--- src/hw/rtl/neighbour_sum_match_macros.svh ---
// assertion macros shared by the rtl of the neighbour sum block
`ifndef NEIGHBOUR_SUM_MATCH_MACROS_SVH
`define NEIGHBOUR_SUM_MATCH_MACROS_SVH
`ifndef NO_ASSERTIONS
`define NSM_ASSERT(lbl, clk, rst_n, prop, msg) \
	lbl: assert property (@(posedge clk) disable iff (!rst_n) prop) else $error(msg);
`define NSM_ASSERT_NEXT(lbl, clk, rst_n, ante, cons, msg) \
	lbl: assert property (@(posedge clk) disable iff (!rst_n) (ante) |=> (cons)) \
		else $error(msg);
`else
`define NSM_ASSERT(lbl, clk, rst_n, prop, msg)
`define NSM_ASSERT_NEXT(lbl, clk, rst_n, ante, cons, msg)
`endif
`endif

--- src/hw/rtl/nsm_pkg.sv ---
// shared constants, register codes and window helpers of the neighbour sum block
package nsm_pkg;

	localparam int MAX_DIM_DEF    = 64;
	localparam int PIXEL_BITS_DEF = 16;
	localparam int SUM_BITS       = 19;
	localparam int DIM_REG_BITS   = 7;
	localparam int POS_BITS       = 6;
	localparam int CFG_IDX_BITS   = 2;
	localparam int WIN_CELLS      = 9;

	localparam logic [DIM_REG_BITS-1:0] DIM_RESET    = 7'd64;
	localparam logic [SUM_BITS-1:0]     TARGET_RESET = 19'd21;

	typedef enum logic [CFG_IDX_BITS-1:0] {
		REG_FRAME_ROWS = 2'd0,
		REG_FRAME_COLS = 2'd1,
		REG_TARGET_SUM = 2'd2
	} cfg_reg_t;

	// which of the four positions of a window is emitted
	typedef enum logic [1:0] {
		POS_UP_LEFT  = 2'd0,
		POS_UP       = 2'd1,
		POS_LEFT     = 2'd2,
		POS_HERE     = 2'd3
	} pos_sel_t;

	// window cells (row major, bottom-right is the newest pixel) that neighbour a position
	function automatic logic [WIN_CELLS-1:0] nb_cells(pos_sel_t sel);
		logic [WIN_CELLS-1:0] m;
		unique case (sel)
			POS_UP_LEFT: m = 9'b111101111;
			POS_UP:      m = 9'b110010110;
			POS_LEFT:    m = 9'b101111000;
			POS_HERE:    m = 9'b010110000;
			default:     m = '0;
		endcase
		return m;
	endfunction

endpackage

--- src/hw/rtl/neighbour_sum_match.sv ---
// Eight-neighbour sum over a raster stream with target compare. Pixels of a
// frame_rows by frame_cols frame enter in raster order; a two-row line buffer
// (one synchronous memory of MAX_DIM words, each holding the two previous rows
// of a column, one read and one write per cycle) feeds a 3x3 window. Each
// position yields one result as soon as its last neighbour is in, so an input
// causes zero to four results. Results leave through a sequencer that forms
// one neighbour sum per cycle unless out_ready holds it: a pixel that releases
// zero or one result does not stall the input, so the input takes one pixel
// per cycle unless the output stalls, while a pixel that releases n results
// holds the sequencer for one sum per result and stalls the input until the
// last is formed. A result passes the stage 1 register, the sequencer snapshot
// and the output register, and one that waits on out_ready holds back all
// behind it. No clearing pass is needed after reset.
`include "neighbour_sum_match_macros.svh"

module neighbour_sum_match #(
	parameter int MAX_DIM    = nsm_pkg::MAX_DIM_DEF,
	parameter int PIXEL_BITS = nsm_pkg::PIXEL_BITS_DEF
) (
	input  logic                                  clk,
	input  logic                                  arst_n,
	input  logic                                  cfg_we,
	input  logic [nsm_pkg::CFG_IDX_BITS-1:0]      cfg_index,
	input  logic [nsm_pkg::SUM_BITS-1:0]          cfg_data,
	input  logic                                  in_valid,
	output logic                                  in_ready,
	input  logic signed [PIXEL_BITS-1:0]          pixel_value,
	output logic                                  out_valid,
	input  logic                                  out_ready,
	output logic [nsm_pkg::POS_BITS-1:0]          pos_row,
	output logic [nsm_pkg::POS_BITS-1:0]          pos_col,
	output logic signed [nsm_pkg::SUM_BITS-1:0]   neighbour_total,
	output logic                                  is_match,
	output logic                                  last_of_run,
	output logic                                  frame_done,
	output logic                                  none_matched
);

	localparam int IW = $clog2(MAX_DIM);
	localparam int DW = $clog2(MAX_DIM + 1);
	localparam int PB = PIXEL_BITS;
	localparam int CW = (PB + 3 > nsm_pkg::SUM_BITS) ? PB + 3 : nsm_pkg::SUM_BITS;
	localparam int NC = nsm_pkg::WIN_CELLS;

	// configuration registers
	logic [nsm_pkg::DIM_REG_BITS-1:0]   rows_q, cols_q;
	logic signed [nsm_pkg::SUM_BITS-1:0] target_q;

	always_ff @(posedge clk or negedge arst_n) begin
		if (!arst_n) begin
			rows_q   <= nsm_pkg::DIM_RESET;
			cols_q   <= nsm_pkg::DIM_RESET;
			target_q <= nsm_pkg::TARGET_RESET;
		end else if (cfg_we) begin
			unique case (nsm_pkg::cfg_reg_t'(cfg_index))
				nsm_pkg::REG_FRAME_ROWS: rows_q   <= cfg_data[nsm_pkg::DIM_REG_BITS-1:0];
				nsm_pkg::REG_FRAME_COLS: cols_q   <= cfg_data[nsm_pkg::DIM_REG_BITS-1:0];
				nsm_pkg::REG_TARGET_SUM: target_q <= cfg_data;
				default: ;
			endcase
		end
	end

	// effective dimensions, clamped to 1..MAX_DIM
	logic [DW-1:0] rows_eff, cols_eff;

	always_comb begin
		if (rows_q == '0) begin
			rows_eff = DW'(1);
		end else if (32'(rows_q) > MAX_DIM) begin
			rows_eff = DW'(MAX_DIM);
		end else begin
			rows_eff = DW'(rows_q);
		end
		if (cols_q == '0) begin
			cols_eff = DW'(1);
		end else if (32'(cols_q) > MAX_DIM) begin
			cols_eff = DW'(MAX_DIM);
		end else begin
			cols_eff = DW'(cols_q);
		end
	end

	// pipeline control
	logic v_s1, s1_go, s2_busy, s2_fire, s2_last, s2_done, out_free, acc;
	logic [3:0] mask_s2;

	// raster position of the next pixel
	logic [IW-1:0] row_q, col_q, r_now, c_now;
	logic          restart, last_col, last_row;

	always_comb begin
		restart  = (DW'(row_q) >= rows_eff) || (DW'(col_q) >= cols_eff);
		r_now    = restart ? '0 : row_q;
		c_now    = restart ? '0 : col_q;
		last_col = (DW'(c_now) == cols_eff - DW'(1));
		last_row = (DW'(r_now) == rows_eff - DW'(1));
	end

	assign acc      = in_valid && in_ready;
	assign in_ready = !v_s1 || s1_go;

	always_ff @(posedge clk or negedge arst_n) begin
		if (!arst_n) begin
			row_q <= '0;
			col_q <= '0;
		end else if (acc) begin
			if (last_col) begin
				col_q <= '0;
				row_q <= last_row ? '0 : r_now + IW'(1);
			end else begin
				col_q <= c_now + IW'(1);
				row_q <= r_now;
			end
		end
	end

	// stage 1 transaction
	logic signed [PB-1:0]  px_s1;
	logic [IW-1:0]         r_s1, c_s1;
	logic [3:0]            em_s1;
	logic [2:0]            rok_s1, cok_s1;
	logic                  first_s1, byp_s1;
	logic [2*PB-1:0]       bypd_s1, rd_q, entry, wdata;
	logic signed [PB-1:0]  newer, older;

	always_comb begin
		entry = byp_s1 ? bypd_s1 : rd_q;
		newer = entry[2*PB-1:PB];
		older = entry[PB-1:0];
		wdata = {px_s1, newer};
	end

	always_ff @(posedge clk or negedge arst_n) begin
		if (!arst_n) begin
			v_s1 <= 1'b0;
		end else if (acc) begin
			v_s1 <= 1'b1;
		end else if (s1_go) begin
			v_s1 <= 1'b0;
		end
	end

	always_ff @(posedge clk) begin
		if (acc) begin
			px_s1    <= pixel_value;
			r_s1     <= r_now;
			c_s1     <= c_now;
			em_s1    <= {last_row && last_col, last_row && (c_now != '0),
				(r_now != '0) && last_col, (r_now != '0) && (c_now != '0)};
			rok_s1   <= {1'b1, r_now != '0, r_now > IW'(1)};
			cok_s1   <= {1'b1, c_now != '0, c_now > IW'(1)};
			first_s1 <= (r_now == '0) && (c_now == '0);
			byp_s1   <= s1_go && (c_s1 == c_now);
			bypd_s1  <= wdata;
		end
	end

	// line buffer: per column the two previous rows, newer in the upper half
	logic [2*PB-1:0] line_mem [MAX_DIM];

	always_ff @(posedge clk) begin
		if (s1_go) begin
			line_mem[c_s1] <= wdata;
		end
		if (acc) begin
			rd_q <= line_mem[c_now];
		end
	end

	// 3x3 window and masked snapshot for the sequencer
	logic signed [PB-1:0] win_q [NC];
	logic signed [PB-1:0] win_nx [NC];
	logic signed [PB-1:0] snap_s2 [NC];
	logic [IW-1:0]        r_s2, c_s2;

	always_comb begin
		for (int i = 0; i < 3; i++) begin
			win_nx[i*3]     = win_q[i*3+1];
			win_nx[i*3 + 1] = win_q[i*3+2];
		end
		win_nx[2] = older;
		win_nx[5] = newer;
		win_nx[8] = px_s1;
	end

	always_ff @(posedge clk or negedge arst_n) begin
		if (!arst_n) begin
			for (int i = 0; i < NC; i++) begin
				win_q[i] <= '0;
			end
		end else if (s1_go) begin
			win_q <= win_nx;
		end
	end

	always_ff @(posedge clk) begin
		if (s1_go) begin
			for (int i = 0; i < NC; i++) begin
				snap_s2[i] <= (rok_s1[i/3] && cok_s1[i%3]) ? win_nx[i] : '0;
			end
			r_s2 <= r_s1;
			c_s2 <= c_s1;
		end
	end

	// result sequencer: one position per cycle while the output is free, lowest pending first
	nsm_pkg::pos_sel_t pick;
	logic [3:0]           pick_oh;
	logic [NC-1:0]        sel;
	logic signed [CW-1:0] sum;
	logic                 match;
	logic [IW-1:0]        pr, pc;
	logic                 any_q;

	always_comb begin
		priority if (mask_s2[0]) begin
			pick = nsm_pkg::POS_UP_LEFT;
		end else if (mask_s2[1]) begin
			pick = nsm_pkg::POS_UP;
		end else if (mask_s2[2]) begin
			pick = nsm_pkg::POS_LEFT;
		end else begin
			pick = nsm_pkg::POS_HERE;
		end
		pick_oh = 4'b0001 << pick;
		sel     = nsm_pkg::nb_cells(pick);
		sum     = '0;
		for (int i = 0; i < NC; i++) begin
			if (sel[i]) begin
				sum = sum + CW'(snap_s2[i]);
			end
		end
		match = (sum == CW'(target_q));
		pr    = (pick == nsm_pkg::POS_UP_LEFT || pick == nsm_pkg::POS_UP) ?
			r_s2 - IW'(1) : r_s2;
		pc    = (pick == nsm_pkg::POS_UP_LEFT || pick == nsm_pkg::POS_LEFT) ?
			c_s2 - IW'(1) : c_s2;
	end

	assign s2_busy  = mask_s2 != '0;
	assign out_free = !out_valid || out_ready;
	assign s2_fire  = s2_busy && out_free;
	assign s2_last  = (mask_s2 & ~pick_oh) == '0;
	assign s2_done  = s2_fire && s2_last;
	assign s1_go    = v_s1 && (!s2_busy || s2_done);

	always_ff @(posedge clk or negedge arst_n) begin
		if (!arst_n) begin
			mask_s2 <= '0;
			any_q   <= 1'b0;
		end else begin
			if (s1_go) begin
				mask_s2 <= em_s1;
			end else if (s2_fire) begin
				mask_s2 <= mask_s2 & ~pick_oh;
			end
			// a frame's first pixel clears the match history
			if (s1_go && first_s1) begin
				any_q <= 1'b0;
			end else if (s2_fire && match) begin
				any_q <= 1'b1;
			end
		end
	end

	// output register
	always_ff @(posedge clk or negedge arst_n) begin
		if (!arst_n) begin
			out_valid <= 1'b0;
		end else if (out_free) begin
			out_valid <= s2_fire;
		end
	end

	always_ff @(posedge clk) begin
		if (s2_fire) begin
			pos_row         <= nsm_pkg::POS_BITS'(pr);
			pos_col         <= nsm_pkg::POS_BITS'(pc);
			neighbour_total <= sum[nsm_pkg::SUM_BITS-1:0];
			is_match        <= match;
			last_of_run     <= s2_last;
			frame_done      <= s2_last && (pick == nsm_pkg::POS_HERE);
			none_matched    <= s2_last && (pick == nsm_pkg::POS_HERE) && !(any_q || match);
		end
	end

	// checks
	`NSM_ASSERT(a_done_is_last, clk, arst_n, out_valid && frame_done |-> last_of_run, "frame end not last")
	`NSM_ASSERT(a_none_with_done, clk, arst_n, out_valid && none_matched |-> frame_done, "none_matched without frame end")
	`NSM_ASSERT(a_s1_stall_cause, clk, arst_n, v_s1 && !s1_go |-> s2_busy, "stage 1 stalled with idle sequencer")
	`NSM_ASSERT_NEXT(a_run_continues, clk, arst_n, s2_fire && !s2_last, s2_busy, "result run cut short")

endmodule

--- config.mk ---
export PLATFORM = sky130hd
export DESIGN_NAME = neighbour_sum_match
export DESIGN_NICKNAME = d
export VERILOG_FILES = /design/src/hw/rtl/nsm_pkg.sv /design/src/hw/rtl/neighbour_sum_match.sv
export VERILOG_INCLUDE_DIRS = /design/src /design/src/hw/rtl
export SDC_FILE = /design/constraint.sdc
export NUM_CORES = 2
export LEC_CHECK = 0
export BUFFER_PORTS_ARGS = -buffer_cell sky130_fd_sc_hd__buf_2
export CORE_UTILIZATION = 40
export DETAILED_ROUTE_END_ITERATION = 8
export GPL_ROUTABILITY_DRIVEN = 0
export GPL_TIMING_DRIVEN = 0
export SETUP_SLACK_MARGIN = 0.05
export SYNTH_ARGS = -nofsm -noshare
export SYNTH_HDL_FRONTEND = slang
export SYNTH_SLANG_ARGS = --single-unit
--- constraint.sdc ---
create_clock -name clk -period 23.8 [get_ports clk]
set_clock_uncertainty 0.05 [all_clocks]
set_input_delay 4.76 -clock clk [delete_from_list [all_inputs] [get_ports clk]]
set_output_delay 4.76 -clock clk [all_outputs]
set_load 0.005 [all_outputs]
==> results.md <==
- RSZ-0062 raised after global routing: false
- Seq cells post-synth: roughly 2,500
- Setup tns final: 0 ns
- DIE WIDTH: ~520 µm
- Starting density of the core: roughly two fifths
- IO Pins: 79
- R2R Path End: none_matched
- Ys async rst share: just under 6%
- DRC violations left: 0
- Hold Path Depth: 0
- Most instantiated cells after synthesis: edfxtp_1 (2,341), nand2_1 (861), mux2i_1 (480)
- # rows: between 150 and 200
- Cts-stage hold buffer count: 0
- Fraction of layout cells with a size suffix above 1: 11.3%
- CTS tree: yes
- Routed len/inst: 29.0 µm
- Crit end category: flip-flop
- Seq/Total Area, Yosys: about 69%
- Synth top area share: approximately two thirds
- Most frequent cell after synthesis: edfxtp_1
- FILL cells: around 23,000
- Worst-path fanout max: 10
- Final hold viol count: 0
- Final Cycle Share: a little over two thirds
- Largest net degree at the start of global routing: 119
- Syn Nets: just under 8,000
- Initial antenna violation count: 38
- Fin util: around 47%
- Synth unique cells: approximately 100
- Fin crit period: 16.60 ns
- Final setup violation count: 0
- Worst Setup Start Kind: flip-flop
- Mapped Cells: between 7,000 and 8,000
- Num Clock Sinks: around 2,500
- Ys flop type: edfxtp_1
- Initial detailed-routing violation count: ~9,200
- First-pass GRT wire length: 486,000 µm
- R2R Setup Slk: between 7 and 8 ns
- H-tree Lvls: 4
- HP Start: r_s1[2]
- CTS buffer count: 248
- FF/Latch Area: about 74,000 µm²
- Worst setup margin: around 7.2 ns
- Clock Path Buffers: 4
- DP HPWL: 250,000 µm
- Clock Latency Late Sink: roughly 0.97 ns
- CTS root buffer: clkbuf_16
- Launching point of the worst reg2reg path: mask_s2[0]
- Die H: 520 µm
- CP max-delay cell: buf_1
- Core Footprint: ~270,000 µm²
- Largest family of logic cells by synthesized area: compound AO/OA/AOI/OAI gates
- Die Area: between 200,000 and 300,000 µm²
- Worst Setup Path Type: reg2reg
- Actual slew at the worst max-slew pin: ~1.7 ns
- Synth area leaders: edfxtp_1 (66%), mux2i_1 (4.5%), dfrtp_1 (3.3%), nand2_1 (3.0%), a21oi_1 (2.1%)
- Max_slew headroom: -11.2%
- Via Count: 70,700
- Resized Gates After CTS: 0
- Crit path required time: around 24 ns
- IO buf count: 78
- Area of the mapped netlist: 107,000 µm²
- P&R area growth vs syn: 15.8%
- Hold worst-path end: r_s2[2]
- Reg clk slew, reported paths: ~0.060 ns
- Synth Area in Simple Gates: 8.84%
- Drt via density: 5.93
- Post-synthesis mux area share: under 10%
- Nets@finish: between 8,000 and 9,000
- EDFF count, synth: roughly 2,300
- Post-synthesis compound-gate area fraction: 10.1%
- Max Slew Vio Count: 50
- XOR/XNOR Fraction of Synth Area: around 1.2%
- Max stage delay on crit path: 0.67 ns
- All-Layer GR Usage: 25.0%
- WL final: 346,000 µm
- Vias in the first global route: about 68,000
- Min Hold Slack: between 0.3 and 0.4 ns
- Syn avg cell area: ~14 µm²
- Area leader, netlist: edfxtp_1
- Final ANT Viol Nets: 0
- Max cap viols: 6
- First-pass iteration count of the detailed router: 6
- Total grt overflow: 0
- Fmax: around 60 MHz
- Failing checks: capacitance limit, slew limit
- FF-to-FF path depth: ~70
- Most used cell, CP: a21oi_1
- Multi-input logic area: 31,500 µm²
- Outcome: finished with violations
- Place WS: roughly 7.7 ns
- WP data arrival: 17.16 ns
- Adder-cell share of the synthesized area: approximately 2.1%
- Post-CTS setup buffer count: 0
- Worst Hold Class: reg2reg
- Synth warnings: 0
==> kinds of logic after synthesis <==
logic type,Yosys count
DFF,2489
and+or+nand+nor,2028
AOI/OAI and AO/OA,1589
muxes,672
buffers and inverters,585
adders and majority gates,180
xor gates and xnor gates,149
==> flip-flops by register name (all words and copies together), names as in the netlist, 7 cells and up <==
register         count
bypd_s1             32
line_mem          2048
snap_s2            144
rd_q                32
px_s1               16
target_q            19
rows_q               7
neighbour_total     19
cols_q               7
win_nx              96
==> layout by cell type, fill, tap and decap left out, types with 64 or more instances in the layout <==
master / Yosys / final
edfxtp_1: 2341 / 2341
nand2_1: 861 / 861
mux2i_1: 480 / 480
a21oi_1: 445 / 445
clkbuf_1: 375 / 419
nand3_1: 311 / 311
clkbuf_16: 0 / 249
nor2_1: 280 / 215
o221ai_1: 212 / 209
o21ai_0: 186 / 186
mux2_2: 191 / 175
ha_1: 172 / 172
and3_1: 152 / 152
dfrtp_1: 143 / 143
buf_2: 46 / 125
o22ai_1: 121 / 121
inv_1: 109 / 109
nor3_1: 97 / 97
and2_1: 97 / 97
xnor2_1: 87 / 87
buf_16: 0 / 78
o31a_1: 71 / 71
nor2_4: 0 / 65
a21o_1: 64 / 64
==> layout make-up <==
class | count | area share, %
tap | 3533 | 3.56
timing repair buffer | 229 | 3.17
inverter | 117 | 0.354
sequential | 2489 | 59.7
antenna | 18 | 0.0363
buffer | 468 | 1.47
multi-input combinational | 4618 | 25.4
clock inverter | 150 | 1.13
clock buffer | 303 | 5.25
==> metal layers <==
| metal | vias up | track usage, % | routed length (µm) |
|---|---|---|---|
| met3 | 814 | 5.59 | 36100 |
| met1 | 35200 | 33.0 | 135000 |
| met4 | 18 | 13.1 | 20600 |
| met2 | 3958 | 38.6 | 154000 |
| met5 | - | 0 | 147 |
| li1 | 30700 | - | - |
==> worst max path at each step <==
stage	endpoint	depth (start not counted)	start	slack, ns
after floorplan	none_matched	72	mask_s2[0]	10.85
after global placement	none_matched	64	mask_s2[0]	7.97
after detailed placement	none_matched	72	mask_s2[0]	7.65
after CTS	none_matched	64	mask_s2[0]	7.59
after global routing	none_matched	70	mask_s2[0]	6.38
final	none_matched	72	mask_s2[0]	7.20
==> worst max-delay path: cells and delay by family (launching register included) <==
kind	cells	cell delay, ns
AOI/OAI and AO/OA	27	5.07
xor gates and xnor gates	7	1.29
adders and majority gates	9	2.80
buffers and inverters	6	2.35
DFF	1	0.33
muxes	2	0.54
and+or+nand+nor	21	3.89
==> per-stage QoR <==
step	cell area (µm²)	cells
2_1_floorplan	107000	7692
3_3_place_gp	112000	11300
3_5_place_dp	116000	11500
4_1_cts	124000	11900
5_1_grt	124000	11900
6_report	124000	11900
Power is left out: the tool's default activity adds up to more than one toggle a clock period on the data nets, which glitch-free logic cannot reach.
